$ cat config.mk
export PLATFORM = sky130hd
export DESIGN_NAME = cea608_popon_pair_encoder_unit
export DESIGN_NICKNAME = d
export VERILOG_FILES = /design/src/rtl/cea608pe_pkg.sv /design/src/rtl/cea608_popon_pair_encoder_unit.sv
export SDC_FILE = /design/constraint.sdc
export NUM_CORES = 1
export LEC_CHECK = 0
export BUFFER_PORTS_ARGS = -buffer_cell sky130_fd_sc_hd__buf_2
export CAP_MARGIN = 20
export CELL_PAD_IN_SITES_DETAIL_PLACEMENT = 0
export CELL_PAD_IN_SITES_GLOBAL_PLACEMENT = 1
export CORE_ASPECT_RATIO = 0.5
export CORE_MARGIN = 5
export CORE_UTILIZATION = 41
export DETAILED_ROUTE_END_ITERATION = 10
export PLACE_DENSITY_LB_ADDON = 0.1
export SETUP_SLACK_MARGIN = 0.4
export SKIP_LAST_GASP = 1
export SYNTH_ARGS = -nofsm -noshare
export SYNTH_HDL_FRONTEND = slang
export SYNTH_SLANG_ARGS = --single-unit
$ cat constraint.sdc
create_clock -name clk -period 4.12 [get_ports clk]
set_input_delay 0.618 -clock clk [delete_from_list [all_inputs] [get_ports clk]]
set_output_delay 0.618 -clock clk [all_outputs]
set_load 0.02 [all_outputs]
$ cat src/rtl/cea608pe_pkg.sv
package cea608pe_pkg;

  typedef enum logic [1:0] {
    CMD_START = 2'd0,
    CMD_CHAR  = 2'd1,
    CMD_END   = 2'd2,
    CMD_NONE  = 2'd3
  } cmd_t;

  localparam logic [1:0] REG_CONTROL_HIGH  = 2'd0;
  localparam logic [1:0] REG_RESUME_LOW    = 2'd1;
  localparam logic [1:0] REG_END_LOW       = 2'd2;
  localparam logic [1:0] REG_ERASE_LOW     = 2'd3;

  localparam logic [6:0] CONTROL_HIGH_RST  = 7'd20;
  localparam logic [6:0] RESUME_LOW_RST    = 7'd32;
  localparam logic [6:0] END_LOW_RST       = 7'd47;
  localparam logic [6:0] ERASE_LOW_RST     = 7'd46;

  localparam logic [6:0] CHAR_SPACE        = 7'h20;
  localparam logic [7:0] NULL_PAD          = 8'h80;
  localparam logic [6:0] INDENT_FLAG       = 7'h10;

  localparam int TDATA_IN_W  = 32;
  localparam int TDATA_OUT_W = 16;

  typedef struct packed {
    logic [6:0] hi;
    logic [6:0] lo;
  } pac_t;

  // Adds odd parity in bit 7.
  function automatic logic [7:0] with_parity(input logic [6:0] b);
    return {~^b, b};
  endfunction

  // Preamble address code for a row already clamped to 1..15.
  function automatic pac_t pac_row(input logic [3:0] row);
    pac_t p;
    p.hi = 7'h11;
    p.lo = 7'h40;
    case (row)
      4'd1:  begin p.hi = 7'h11; p.lo = 7'h40; end
      4'd2:  begin p.hi = 7'h11; p.lo = 7'h60; end
      4'd3:  begin p.hi = 7'h12; p.lo = 7'h40; end
      4'd4:  begin p.hi = 7'h12; p.lo = 7'h60; end
      4'd5:  begin p.hi = 7'h15; p.lo = 7'h40; end
      4'd6:  begin p.hi = 7'h15; p.lo = 7'h60; end
      4'd7:  begin p.hi = 7'h16; p.lo = 7'h40; end
      4'd8:  begin p.hi = 7'h16; p.lo = 7'h60; end
      4'd9:  begin p.hi = 7'h17; p.lo = 7'h40; end
      4'd10: begin p.hi = 7'h17; p.lo = 7'h60; end
      4'd11: begin p.hi = 7'h10; p.lo = 7'h40; end
      4'd12: begin p.hi = 7'h13; p.lo = 7'h40; end
      4'd13: begin p.hi = 7'h13; p.lo = 7'h60; end
      4'd14: begin p.hi = 7'h14; p.lo = 7'h40; end
      4'd15: begin p.hi = 7'h14; p.lo = 7'h60; end
      default: begin p.hi = 7'h11; p.lo = 7'h40; end
    endcase
    return p;
  endfunction

endpackage

$ cat src/rtl/cea608_popon_pair_encoder_unit.sv
// Pop-on caption encoder producing CEA-608 channel-one byte pairs with odd
// parity. An item is taken into an input register and its pairs leave through
// a single output register, one pair per cycle: a start-cue item yields three
// pairs, an end-cue item one or two, and a character item one (the first
// character of a pair produces nothing and is held internally).
// A new item is accepted in the cycle its predecessor's last pair is loaded,
// so output back-pressure is the only thing that slows the flow further.
// Configuration writes are always accepted and should only be made while idle.
module cea608_popon_pair_encoder_unit (
  input  logic                               clk,
  input  logic                               rst_n,
  input  logic                               in_tvalid,
  output logic                               in_tready,
  // char_code [15:0], cue_row [19:16], cue_column [24:20], zero [31:25]
  input  logic [cea608pe_pkg::TDATA_IN_W-1:0]  in_tdata,
  // command [1:0]
  input  logic [1:0]                         in_tuser,
  output logic                               out_tvalid,
  input  logic                               out_tready,
  // pair_word [15:0]
  output logic [cea608pe_pkg::TDATA_OUT_W-1:0] out_tdata,
  output logic                               out_tlast,
  input  logic                               cfg_valid,
  output logic                               cfg_ready,
  input  logic [1:0]                         cfg_index,
  input  logic [6:0]                         cfg_data
);
  import cea608pe_pkg::*;

  logic [6:0]  ctrl_hi_r, rcl_lo_r, eoc_lo_r, enm_lo_r;

  logic        stg_valid_r;
  cmd_t        stg_cmd_r;
  logic [6:0]  stg_char_r;
  logic [3:0]  stg_row_r;
  logic [2:0]  stg_step_r;
  logic [1:0]  stg_k_r, stg_k_nxt;

  logic        pend_valid_r, pend_valid_nxt;
  logic [7:0]  pend_byte_r, pend_byte_nxt;

  logic        out_valid_r;
  logic [15:0] out_data_r;
  logic        out_last_r;

  logic [1:0]  n_words;
  logic [15:0] w0, w1, w2, w_sel;
  logic [7:0]  char_byte;
  pac_t        pac;
  logic [6:0]  pac_lo;
  logic        out_free, load_word, word_last, stg_done, in_acc;
  logic [6:0]  in_char;
  logic [15:0] in_code;

  assign cfg_ready = 1'b1;

  always_ff @(posedge clk) begin
    if (!rst_n) begin
      ctrl_hi_r <= CONTROL_HIGH_RST;
      rcl_lo_r  <= RESUME_LOW_RST;
      eoc_lo_r  <= END_LOW_RST;
      enm_lo_r  <= ERASE_LOW_RST;
    end else if (cfg_valid) begin
      case (cfg_index)
        REG_CONTROL_HIGH: ctrl_hi_r <= cfg_data;
        REG_RESUME_LOW:   rcl_lo_r  <= cfg_data;
        REG_END_LOW:      eoc_lo_r  <= cfg_data;
        REG_ERASE_LOW:    enm_lo_r  <= cfg_data;
        default: ;
      endcase
    end
  end

  // Codes outside the printable range are replaced by a space on entry.
  assign in_code = in_tdata[15:0];
  assign in_char = (in_code[15:7] != 9'd0 || in_code[6:5] == 2'b00) ? CHAR_SPACE
                                                                     : in_code[6:0];

  assign char_byte = with_parity(stg_char_r);
  assign pac       = pac_row(stg_row_r);
  assign pac_lo    = (stg_step_r != 3'd0) ? (pac.lo | INDENT_FLAG | {3'd0, stg_step_r, 1'b0})
                                          : pac.lo;

  always_comb begin
    n_words = 2'd0;
    w0 = '0;
    w1 = '0;
    w2 = '0;
    case (stg_cmd_r)
      CMD_START: begin
        n_words = 2'd3;
        w0 = {with_parity(ctrl_hi_r), with_parity(enm_lo_r)};
        w1 = {with_parity(ctrl_hi_r), with_parity(rcl_lo_r)};
        w2 = {with_parity(pac.hi), with_parity(pac_lo)};
      end
      CMD_CHAR: begin
        n_words = pend_valid_r ? 2'd1 : 2'd0;
        w0 = {pend_byte_r, char_byte};
      end
      CMD_END: begin
        if (pend_valid_r) begin
          n_words = 2'd2;
          w0 = {pend_byte_r, NULL_PAD};
          w1 = {with_parity(ctrl_hi_r), with_parity(eoc_lo_r)};
        end else begin
          n_words = 2'd1;
          w0 = {with_parity(ctrl_hi_r), with_parity(eoc_lo_r)};
        end
      end
      default: n_words = 2'd0;
    endcase
  end

  always_comb begin
    case (stg_k_r)
      2'd0:    w_sel = w0;
      2'd1:    w_sel = w1;
      2'd2:    w_sel = w2;
      default: w_sel = w2;
    endcase
  end

  assign out_free  = !out_valid_r || out_tready;
  assign word_last = (stg_k_r == n_words - 2'd1);
  assign load_word = stg_valid_r && (n_words != 2'd0) && out_free;
  assign stg_done  = stg_valid_r && ((n_words == 2'd0) || (out_free && word_last));
  assign in_tready = !stg_valid_r || stg_done;
  assign in_acc    = in_tvalid && in_tready;

  always_comb begin
    stg_k_nxt = stg_k_r;
    if (stg_done) begin
      stg_k_nxt = 2'd0;
    end else if (load_word) begin
      stg_k_nxt = stg_k_r + 2'd1;
    end
  end

  // The held character changes only when its item leaves the input register.
  always_comb begin
    pend_valid_nxt = pend_valid_r;
    pend_byte_nxt  = pend_byte_r;
    if (stg_done) begin
      case (stg_cmd_r)
        CMD_START, CMD_END: begin
          pend_valid_nxt = 1'b0;
          pend_byte_nxt  = 8'd0;
        end
        CMD_CHAR: begin
          pend_valid_nxt = !pend_valid_r;
          pend_byte_nxt  = pend_valid_r ? 8'd0 : char_byte;
        end
        default: ;
      endcase
    end
  end

  always_ff @(posedge clk) begin
    if (!rst_n) begin
      stg_valid_r  <= 1'b0;
      stg_k_r      <= 2'd0;
      pend_valid_r <= 1'b0;
      pend_byte_r  <= 8'd0;
      out_valid_r  <= 1'b0;
    end else begin
      stg_k_r      <= stg_k_nxt;
      pend_valid_r <= pend_valid_nxt;
      pend_byte_r  <= pend_byte_nxt;
      if (in_acc) begin
        stg_valid_r <= 1'b1;
      end else if (stg_done) begin
        stg_valid_r <= 1'b0;
      end
      if (load_word) begin
        out_valid_r <= 1'b1;
      end else if (out_tready) begin
        out_valid_r <= 1'b0;
      end
    end
  end

  always_ff @(posedge clk) begin
    if (in_acc) begin
      stg_cmd_r  <= cmd_t'(in_tuser);
      stg_char_r <= in_char;
      stg_row_r  <= (in_tdata[19:16] == 4'd0) ? 4'd1 : in_tdata[19:16];
      stg_step_r <= in_tdata[24:22];
    end
    if (load_word) begin
      out_data_r <= w_sel;
      out_last_r <= word_last;
    end
  end

  assign out_tvalid = out_valid_r;
  assign out_tdata  = out_data_r;
  assign out_tlast  = out_last_r;

  a_k_range: assert property (@(posedge clk) disable iff (!rst_n)
    stg_k_r != 2'd3)
    else $error("word index beyond three");

  a_k_restart: assert property (@(posedge clk) disable iff (!rst_n)
    stg_done |=> stg_k_r == 2'd0)
    else $error("word index not cleared after item");

  a_start_clears: assert property (@(posedge clk) disable iff (!rst_n)
    (stg_done && stg_cmd_r == CMD_START) |=> !pend_valid_r)
    else $error("held character survives a start-cue");

  a_load_sets_out: assert property (@(posedge clk) disable iff (!rst_n)
    load_word |=> out_valid_r && out_last_r == $past(word_last))
    else $error("pair not loaded into output register");

endmodule

==> run_results.csv, run 1 <==
group,metric,value,unit
clock_network,max-clock-path-buffers,2,
clock_network,clock_net_sink_count,78,
finish,final_util,48.85,%
power,cell_area_power_density,437.5,nW/um2
power,power.ir.vdd_worst,0.2395,mV
yosys,synthDistinctLibCells,49,
yosys,post_synthesis_net_count,444,
clock_network,htree_num_levels,3,
routing,drt_pre_antenna_iters,4,
finish,layout_cells_sized_above_1,20.13,%
yosys,syn_area,3911,um2
yosys,synth.ff_latch_count,78,
finish,layout.nets,497,
routing,post_drt_wl_per_cell,16.28,um
die,design.core.area,9384,um2
timing,worst_slew_margin_rel,50.07,%
timing,slew_viol_final,0,
timing,fmax,301.8,MHz
grt,grt_pass1_vias,2910,
grt,globalRoute.totalOverflow,0,
place,pre_cts_ws,0.8503,ns
routing,route.detailed.drc,0,
worst_setup_path,path_buf_inv,1,
place,hpwl,7111,um
timing,setup_repair_after_global_routing_missed_its_margin,"false",
worst_setup_path,timing.critical_path.slowest_stage_cell,"sky130_fd_sc_hd__dfxtp_1",
routing,initialDrtViolationCount,190,
clock_network,cts-root-buf,"sky130_fd_sc_hd__clkbuf_16",
grt,grt.total_usage,16.44,%
clock_network,cts-resized-gates,0,
die,rows,25,
finish,antenna_cells,0,
worst_setup_path,crit_arrival,3.57,ns
flow_run,max_cap_violations,0,
worst_setup_path,cp_top_family,"multiplexers",
finish,final_cell_count_no_fill,568,
power,p_leak,1.857,nW
clock_network,clkLatencyLatePin,0.33,ns
grt,grt_pass1_wl,14840,um
routing,detail_route.wirelength,9247,um
clock_network,cts_post_setup_buffers_inserted,0,
grt,grt_start_max_net_pins,41,
yosys,ys_dominant_reg_cell,"sky130_fd_sc_hd__dfxtp_1",
routing,dr_total_vias,2924,
timing,finalCritPeriodShare,80.43,%
clock_network,clk_pin_slew,0.06,ns
yosys,avgSynthCellArea,10.05,um2
timing,hold_viol,0,
timing,setup_slack,0.8061,ns
worst_setup_path,worst_setup_path_startpoint,"pend_valid_r",
worst_setup_path,reg2reg_start,"pend_valid_r",
place,placedCellCount,551,
die,die_area,11710,um2
clock_network,hold_buffers,0,
timing,fin_setup_tns,0,ns
timing,worst-slew-pin-transition,0.7421,ns
routing,antenna_left,0,
yosys,synth-async-reset-ratio,0,%
worst_setup_path,critical-path-max-stage-delay,0.67,ns
place,io_buffer_count,57,
worst_setup_path,worstPathRequired,4.38,ns
worst_setup_path,crit_chain,"mux2i_2, inv_1, ha_1, xnor2_1, o21ai_0, o211ai_4, mux2_2, ha_1, mux2_2, mux2i_1",
die,die_w,148.1,um
timing,setup_viol,0,
finish,area_growth,17.21,%
clock_network,cts_tree,"built",
status,result_of_the_run,"complete, no violations",
yosys,post_synthesis_sequential_area_ratio,48.37,%
die,fp.dieH,79.07,um
worst_setup_path,setup.worst_path.start_class,"register",
clock_network,numCtsBuffers,9,
die,top_level_ports,68,
yosys,post_synth_edffs,33,
grt,antenna_found_initial,0,
timing,clock_skew,0.004891,ns
die,start_util,41.68,%
worst_setup_path,setup.worst_path.class,"register to register",
place,gp_routability_congestion,0.7927,
worst_setup_path,critical_path.endpoint_type,"register",
timing,final.min_clock_period,3.314,ns
worst_setup_path,crit_path_max_fanout,13,
min_path,hold_path.class,"input port to register",
yosys,synth_warnings,0,
yosys,cells_after_synthesis,389,
routing,drt-vias-per-instance,5.148,
min_path,holdCritStartpoint,"in_tuser[1]",
worst register-to-register path: stages (launching register included):
cell                       delay (ns)
sky130_fd_sc_hd__dfxtp_1         0.67
sky130_fd_sc_hd__mux2i_2         0.36
sky130_fd_sc_hd__inv_1           0.07
sky130_fd_sc_hd__ha_1            0.30
sky130_fd_sc_hd__xnor2_1         0.27
sky130_fd_sc_hd__o21ai_0         0.22
sky130_fd_sc_hd__o211ai_4        0.19
sky130_fd_sc_hd__mux2_2          0.45
sky130_fd_sc_hd__ha_1            0.31
sky130_fd_sc_hd__mux2_2          0.27
sky130_fd_sc_hd__mux2i_1         0.13
Yosys cell counts, types with 2 or more instances:
| library cell | number | share of area, % |
|---|---|---|
| sky130_fd_sc_hd__clkbuf_1 | 17 | 1.6 |
| sky130_fd_sc_hd__nor3b_1 | 2 | 0.38 |
| sky130_fd_sc_hd__buf_1 | 2 | 0.19 |
| sky130_fd_sc_hd__or2_2 | 2 | 0.32 |
| sky130_fd_sc_hd__a22o_1 | 3 | 0.67 |
| sky130_fd_sc_hd__o22ai_1 | 2 | 0.32 |
| sky130_fd_sc_hd__a21boi_0 | 6 | 1.2 |
| sky130_fd_sc_hd__o221ai_1 | 4 | 0.90 |
| sky130_fd_sc_hd__dfxtp_1 | 45 | 23 |
| sky130_fd_sc_hd__a211o_1 | 2 | 0.45 |
| sky130_fd_sc_hd__o211ai_1 | 3 | 0.58 |
| sky130_fd_sc_hd__a21o_1 | 2 | 0.38 |
| sky130_fd_sc_hd__xnor2_1 | 29 | 6.5 |
| sky130_fd_sc_hd__nor2b_1 | 23 | 3.7 |
| sky130_fd_sc_hd__o21ai_0 | 3 | 0.38 |
| sky130_fd_sc_hd__edfxtp_1 | 33 | 25 |
| sky130_fd_sc_hd__and3_1 | 9 | 1.4 |
| sky130_fd_sc_hd__inv_1 | 12 | 1.2 |
| sky130_fd_sc_hd__mux2_2 | 4 | 1.2 |
| sky130_fd_sc_hd__nand2b_1 | 3 | 0.48 |
| sky130_fd_sc_hd__a22oi_1 | 8 | 1.5 |
| sky130_fd_sc_hd__nand3_1 | 12 | 1.5 |
| sky130_fd_sc_hd__a222oi_1 | 3 | 0.77 |
| sky130_fd_sc_hd__mux2i_2 | 3 | 1.1 |
| sky130_fd_sc_hd__and2_1 | 7 | 1.1 |
| sky130_fd_sc_hd__nor3_1 | 4 | 0.51 |
| sky130_fd_sc_hd__xor2_1 | 8 | 1.8 |
| sky130_fd_sc_hd__ha_1 | 7 | 2.2 |
| sky130_fd_sc_hd__nand2_1 | 52 | 5.0 |
| sky130_fd_sc_hd__mux2i_1 | 24 | 6.1 |
| sky130_fd_sc_hd__a21oi_1 | 18 | 2.3 |
| sky130_fd_sc_hd__nor2_1 | 18 | 1.7 |
| sky130_fd_sc_hd__nor4_1 | 3 | 0.48 |
kinds of logic (layout without fill, tap and decap cells):
kind of cell	count (synthesis)	count (layout)	share of synthesized area [%]
and+or+nand+nor	137	137	17.02
buffers and inverters	34	92	3.551
muxes	31	31	8.349
other	1	1	0.09588
xor gates and xnor gates	38	38	8.701
AOI/OAI and AO/OA	63	63	11.68
adders and majority gates	7	7	2.239
DFF	78	78	48.37
final timing paths:
kind / end / slack [ns] / depth (start not counted)
min: stg_cmd_r[1] / 0.46 / 1
min reg2reg: enm_lo_r[1] / 0.50 / 2
max reg2reg: pac[8] / 0.81 / 10
max: pac[8] / 0.81 / 10
per-layer routing:
metal  part of all wire [%]  vias to the layer above  GRT usage (%)  wire [um]
met4                   0.18                        0          4.240         17
met5                      0                        -              0          0
met1                     49                     1406          21.77       4513
met2                     46                       57          26.65       4256
li1                       -                     1459              -          -
met3                    5.0                        2          4.732        459
report_power, final:
part | switching (W) | leakage, nW | total [W] | internal [W]
combinational | 0.000191 | 1.03 | 0.000341 | 0.000150
sequential | 0.0000456 | 0.682 | 0.000913 | 0.000867
clock | 0.000297 | 0.146 | 0.000752 | 0.000456
total | 0.000533 | 1.86 | 0.00201 | 0.00147
placed cells by master (no fill, tap or decap), types with 3 or more instances in the layout:
cell,count
sky130_fd_sc_hd__a21boi_0,6
sky130_fd_sc_hd__a21oi_1,18
sky130_fd_sc_hd__a222oi_1,3
sky130_fd_sc_hd__a22o_1,3
sky130_fd_sc_hd__a22oi_1,8
sky130_fd_sc_hd__and2_1,7
sky130_fd_sc_hd__and3_1,9
sky130_fd_sc_hd__buf_2,59
sky130_fd_sc_hd__buf_4,4
sky130_fd_sc_hd__clkbuf_16,9
sky130_fd_sc_hd__clkbuf_8,3
sky130_fd_sc_hd__dfxtp_1,45
sky130_fd_sc_hd__edfxtp_1,33
sky130_fd_sc_hd__ha_1,7
sky130_fd_sc_hd__inv_1,12
sky130_fd_sc_hd__mux2_2,4
sky130_fd_sc_hd__mux2i_1,24
sky130_fd_sc_hd__mux2i_2,3
sky130_fd_sc_hd__nand2_1,52
sky130_fd_sc_hd__nand2b_1,3
sky130_fd_sc_hd__nand3_1,12
sky130_fd_sc_hd__nor2_1,18
sky130_fd_sc_hd__nor2b_1,23
sky130_fd_sc_hd__nor3_1,4
sky130_fd_sc_hd__nor4_1,3
sky130_fd_sc_hd__o211ai_1,3
sky130_fd_sc_hd__o21ai_0,3
sky130_fd_sc_hd__o221ai_1,4
sky130_fd_sc_hd__xnor2_1,29
sky130_fd_sc_hd__xor2_1,8
registers in the layout (all words and copies together), names as in the netlist:
register and flops:
stg_valid_r 1, stg_k_r 2, pend_byte_r 8, out_tdata 16, pend_valid_r 1, rcl_lo_r 7
out_tlast 1, enm_lo_r 7, pac 4, eoc_lo_r 7, stg_cmd_r 2, out_tvalid 1
stg_row_r 4, stg_char_r 7, ctrl_hi_r 7, stg_step_r 3
area by class of cell:
class,instances,area (um2)
Fill cell,878,4800
Sequential cell,78,1892
Multi-Input combinational cell,277,1881
Timing Repair Buffer,63,325.3
Clock buffer,13,270.3
Tap cell,121,151.4
Inverter,13,48.80
Clock inverter,3,16.27
metrics by stage:
step	area (um2)	total power (W)	hold WS [ns]
floorplan	3911	0.001165	0.4685
finish	4584	0.002006	0.4568
CTS	4579	0.002027	0.4441
global placement	4288	0.001256	0.4934
detailed placement	4293	0.001268	0.5003
global route	4584	0.002108	0.4407
No activity file was read; power rests on OpenSTA's default activity.
==> run 2, diff against run 1 <==
--- a/config.mk
+++ b/config.mk
@@ -5,13 +5,14 @@
 export SDC_FILE = /design/constraint.sdc
 export NUM_CORES = 1
 export LEC_CHECK = 0
+export ABC_AREA = 1
 export BUFFER_PORTS_ARGS = -buffer_cell sky130_fd_sc_hd__buf_2
 export CAP_MARGIN = 20
 export CELL_PAD_IN_SITES_DETAIL_PLACEMENT = 0
 export CELL_PAD_IN_SITES_GLOBAL_PLACEMENT = 1
 export CORE_ASPECT_RATIO = 0.5
 export CORE_MARGIN = 5
-export CORE_UTILIZATION = 41
+export CORE_UTILIZATION = 37
 export DETAILED_ROUTE_END_ITERATION = 10
 export PLACE_DENSITY_LB_ADDON = 0.1
 export SETUP_SLACK_MARGIN = 0.4
==> constraint.sdc (replaced) <==
create_clock -name clk -period 2.8 [get_ports clk]
set_input_delay 0.42 -clock clk [delete_from_list [all_inputs] [get_ports clk]]
set_output_delay 0.42 -clock clk [all_outputs]
set_load 0.02 [all_outputs]
==> run 2 against run 1 <==
  * Synthesized cell count is 28% higher
  * Global-route usage is 0.66 points higher
  * First-iteration DRC count is 2.6% higher
  * Critical endpoint is now in_tready
  * Largest cell class is now multi-input gates
  * Largest power group unchanged
==> run_results.csv, run 2 <==
group,metric,value,unit
status,result_of_the_run,"complete, no violations",
grt,antenna_found_initial,0,
place,gp_routability_congestion,0.8017,
finish,area_growth,25.58,%
worst_setup_path,capturing_point_of_the_worst_reg2reg_path,"pac[7]",
worst_setup_path,setup.worst_path.start_class,"register",
min_path,whs_path_depth,1,
worst_setup_path,worstPathRequired,2.38,ns
finish,layout.cells.most_common,"sky130_fd_sc_hd__nand2_1",
power,internal_power,0.002261,W
yosys,synth.ff_latch_count,78,
worst_setup_path,critical_path.endpoint_type,"output port",
place,postPlaceCellArea,4498,um2
power,power.combinational.fraction,17.4,%
timing,setup_repair_after_global_routing_missed_its_margin,"true",
routing,wl_met1,5817,um
yosys,post_synthesis_sequential_area_ratio,47.46,%
routing,detail_route.wirelength,10780,um
yosys,avgSynthCellArea,8.021,um2
timing,setup_slack,0.4732,ns
clock_network,cts_tree,"built",
grt,grt.total_usage,17.10,%
min_path,holdPathEnd,"stg_step_r[1]",
flow_run,max_cap_violations,0,
worst_setup_path,reg2reg_start,"stg_cmd_r[0]",
finish,layout_cells_sized_above_1,21.80,%
yosys,synthDominantCellAreaShare,24.86,%
finish,layout.nets,628,
yosys,most_common_cell_in_the_synthesized_netlist,"sky130_fd_sc_hd__nand2_1",
yosys,syn_area,3986,um2
power,p_leak,2.231,nW
routing,drt_pre_antenna_iters,4,
yosys,synth-async-reset-ratio,0,%
worst_setup_path,setup.worst_path.class,"register to output port",
finish,final_cell_count_no_fill,718,
worst_setup_path,crit_arrival,1.91,ns
routing,post_drt_wl_per_cell,15.02,um
min_path,hold_path.class,"input port to register",
yosys,ys_top_cells_by_area,"sky130_fd_sc_hd__edfxtp_1, sky130_fd_sc_hd__dfxtp_1, sky130_fd_sc_hd__nand2_1",
routing,dr_total_vias,3440,
grt,grt_pass1_wl,17450,um
worst_setup_path,setup.reg_to_reg.worst_slack,0.53,ns
timing,final.min_clock_period,2.327,ns
yosys,synth_warnings,0,
worst_setup_path,crit_path_max_fanout,7,
grt,grt_start_max_net_pins,30,
power,share_seq_of_total_power,43.1,%
power,power_switching,0.0008310,W
place,pre_cts_ws,0.2132,ns
place,io_buffer_count,57,
yosys,ys_dominant_reg_cell,"sky130_fd_sc_hd__dfxtp_1",
clock_network,clock_net_sink_count,78,
die,design.core.area,10340,um2
die,top_level_ports,68,
timing,clock_skew,0.003663,ns
clock_network,clk_pin_slew,0.06,ns
routing,met2RoutedLength,4280,um
finish,largest_reg_flops,16,
routing,route.detailed.drc,0,
yosys,synthDominantAreaCellType,"sky130_fd_sc_hd__edfxtp_1",
timing,fin_setup_tns,0,ns
finish,final_util,48.39,%
die,die_area,13080,um2
timing,setup_viol,0,
yosys,post_synthesis_net_count,552,
clock_network,cts-root-buf,"sky130_fd_sc_hd__clkbuf_16",
clock_network,clkLatencyLatePin,0.33,ns
clock_network,htree_num_levels,3,
yosys,cells_after_synthesis,497,
finish,antenna_cells,0,
timing,slew_viol_final,0,
timing,worst_slew_margin_rel,61.56,%
power,clock_power_share,39.6,%
finish,layout.cells.most_common_list,"sky130_fd_sc_hd__nand2_1, sky130_fd_sc_hd__buf_2, sky130_fd_sc_hd__inv_1",
yosys,post_synth_edffs,33,
place,placedCellCount,691,
routing,antenna_left,0,
die,die_w,156.8,um
clock_network,max-clock-path-buffers,2,
clock_network,numCtsBuffers,9,
timing,fmax,429.8,MHz
routing,maxUsedRoutingLayer,"met4",
place,hpwl,8050,um
grt,globalRoute.totalOverflow,0,
grt,grt_pass1_vias,3330,
timing,hold_viol,0,
power,power.ir.vdd_worst,0.2922,mV
min_path,holdCritStartpoint,"in_tdata[23]",
die,fp.dieH,83.40,um
power,cell_area_power_density,617.7,nW/um2
finish,finalInstanceArea,5006,um2
timing,worst-slew-pin-transition,0.5744,ns
die,rows,26,
yosys,ys_top_cells_by_count,"sky130_fd_sc_hd__nand2_1, sky130_fd_sc_hd__inv_1, sky130_fd_sc_hd__nand3_1",
yosys,synthDistinctLibCells,38,
routing,drt-vias-per-instance,4.791,
routing,wl_met3,578,um
worst_setup_path,timing.reg2reg.worst_path_depth,16,
routing,initialDrtViolationCount,195,
power,p_sw_share,26.87,%
die,start_util,38.53,%
timing,finalCritPeriodShare,83.10,%
[run 2: kinds of logic (layout without fill, tap and decap cells)]
logic type / Yosys count / count (layout) / synth area share [%]
simple gates: 232 / 232 / 24.86
compound gates: 80 / 80 / 12.21
flops: 78 / 78 / 47.46
buf+inv: 70 / 151 / 6.811
xor+xnor: 29 / 29 / 6.372
fa+ha+maj: 7 / 7 / 2.197
other cells: 1 / 1 / 0.09407
[run 2: timing repair]
| action | 4_1_cts | 5_1_grt |
|---|---|---|
| resized for setup | 9 | 15 |
| setup buffers | 4 | 7 |
| endpoints found under the setup margin | 23 | 16 |
| hold buffers | 0 | 0 |
| pin swaps | 4 | 9 |
[run 2: area by class of cell]
| cell class | count | area, um2 |
|---|---|---|
| multi-input cells | 349 | 1943 |
| clock inverters | 1 | 5.005 |
| clock buffers | 15 | 320.3 |
| well taps | 140 | 175.2 |
| flip-flops and latches | 78 | 1893 |
| repair buffers | 77 | 449.2 |
| fillers | 1029 | 5339 |
| inverters | 58 | 220.2 |
[run 2: how the worst max path moves through the flow]
stage | startpoint | end | slack, ns | cells after the start
after global routing | stg_cmd_r[0] | in_tready | 0.36 | 10
final | stg_cmd_r[0] | in_tready | 0.47 | 9
after global placement | stg_cmd_r[1] | pac[8] | 0.25 | 18
after detailed placement | stg_cmd_r[1] | pac[7] | 0.21 | 19
after CTS | stg_cmd_r[0] | in_tready | 0.44 | 11
after floorplan | stg_cmd_r[1] | pac[7] | 0.33 | 19
[run 2: power by group through the flow]
stage | Combinational, W | Clock (W) | Sequential, W
floorplan | 0.000329 | 0 | 0.00136
global placement | 0.000494 | 0 | 0.00135
detailed placement | 0.000498 | 0 | 0.00135
CTS | 0.000513 | 0.00125 | 0.00133
global route | 0.000605 | 0.00130 | 0.00134
finish | 0.000538 | 0.00122 | 0.00133
[run 2: stage by stage]
step | total power [W] | hold slack (ns)
global route | 0.003246 | 0.2536
detailed placement | 0.001850 | 0.4585
finish | 0.003092 | 0.2654
floorplan | 0.001686 | 0.4386
CTS | 0.003095 | 0.2547
global placement | 0.001848 | 0.4541
[run 2: critical path, stage by stage (launching register included)]
cell and delay, ns:
sky130_fd_sc_hd__edfxtp_1 0.44, sky130_fd_sc_hd__buf_6 0.17, sky130_fd_sc_hd__nor2_4 0.10, sky130_fd_sc_hd__nor2_4 0.06
sky130_fd_sc_hd__ha_4 0.27, sky130_fd_sc_hd__nand2_2 0.05, sky130_fd_sc_hd__nand2_2 0.08, sky130_fd_sc_hd__nand4_4 0.10
sky130_fd_sc_hd__nand2_4 0.16, sky130_fd_sc_hd__buf_6 0.14
[run 2: metal layers]
layer | vias to the layer above | track usage, %
li1 | 1796 | -
met1 | 1559 | 26.54
met2 | 75 | 23.09
met3 | 10 | 4.413
met4 | 0 | 4.409
met5 | - | 0
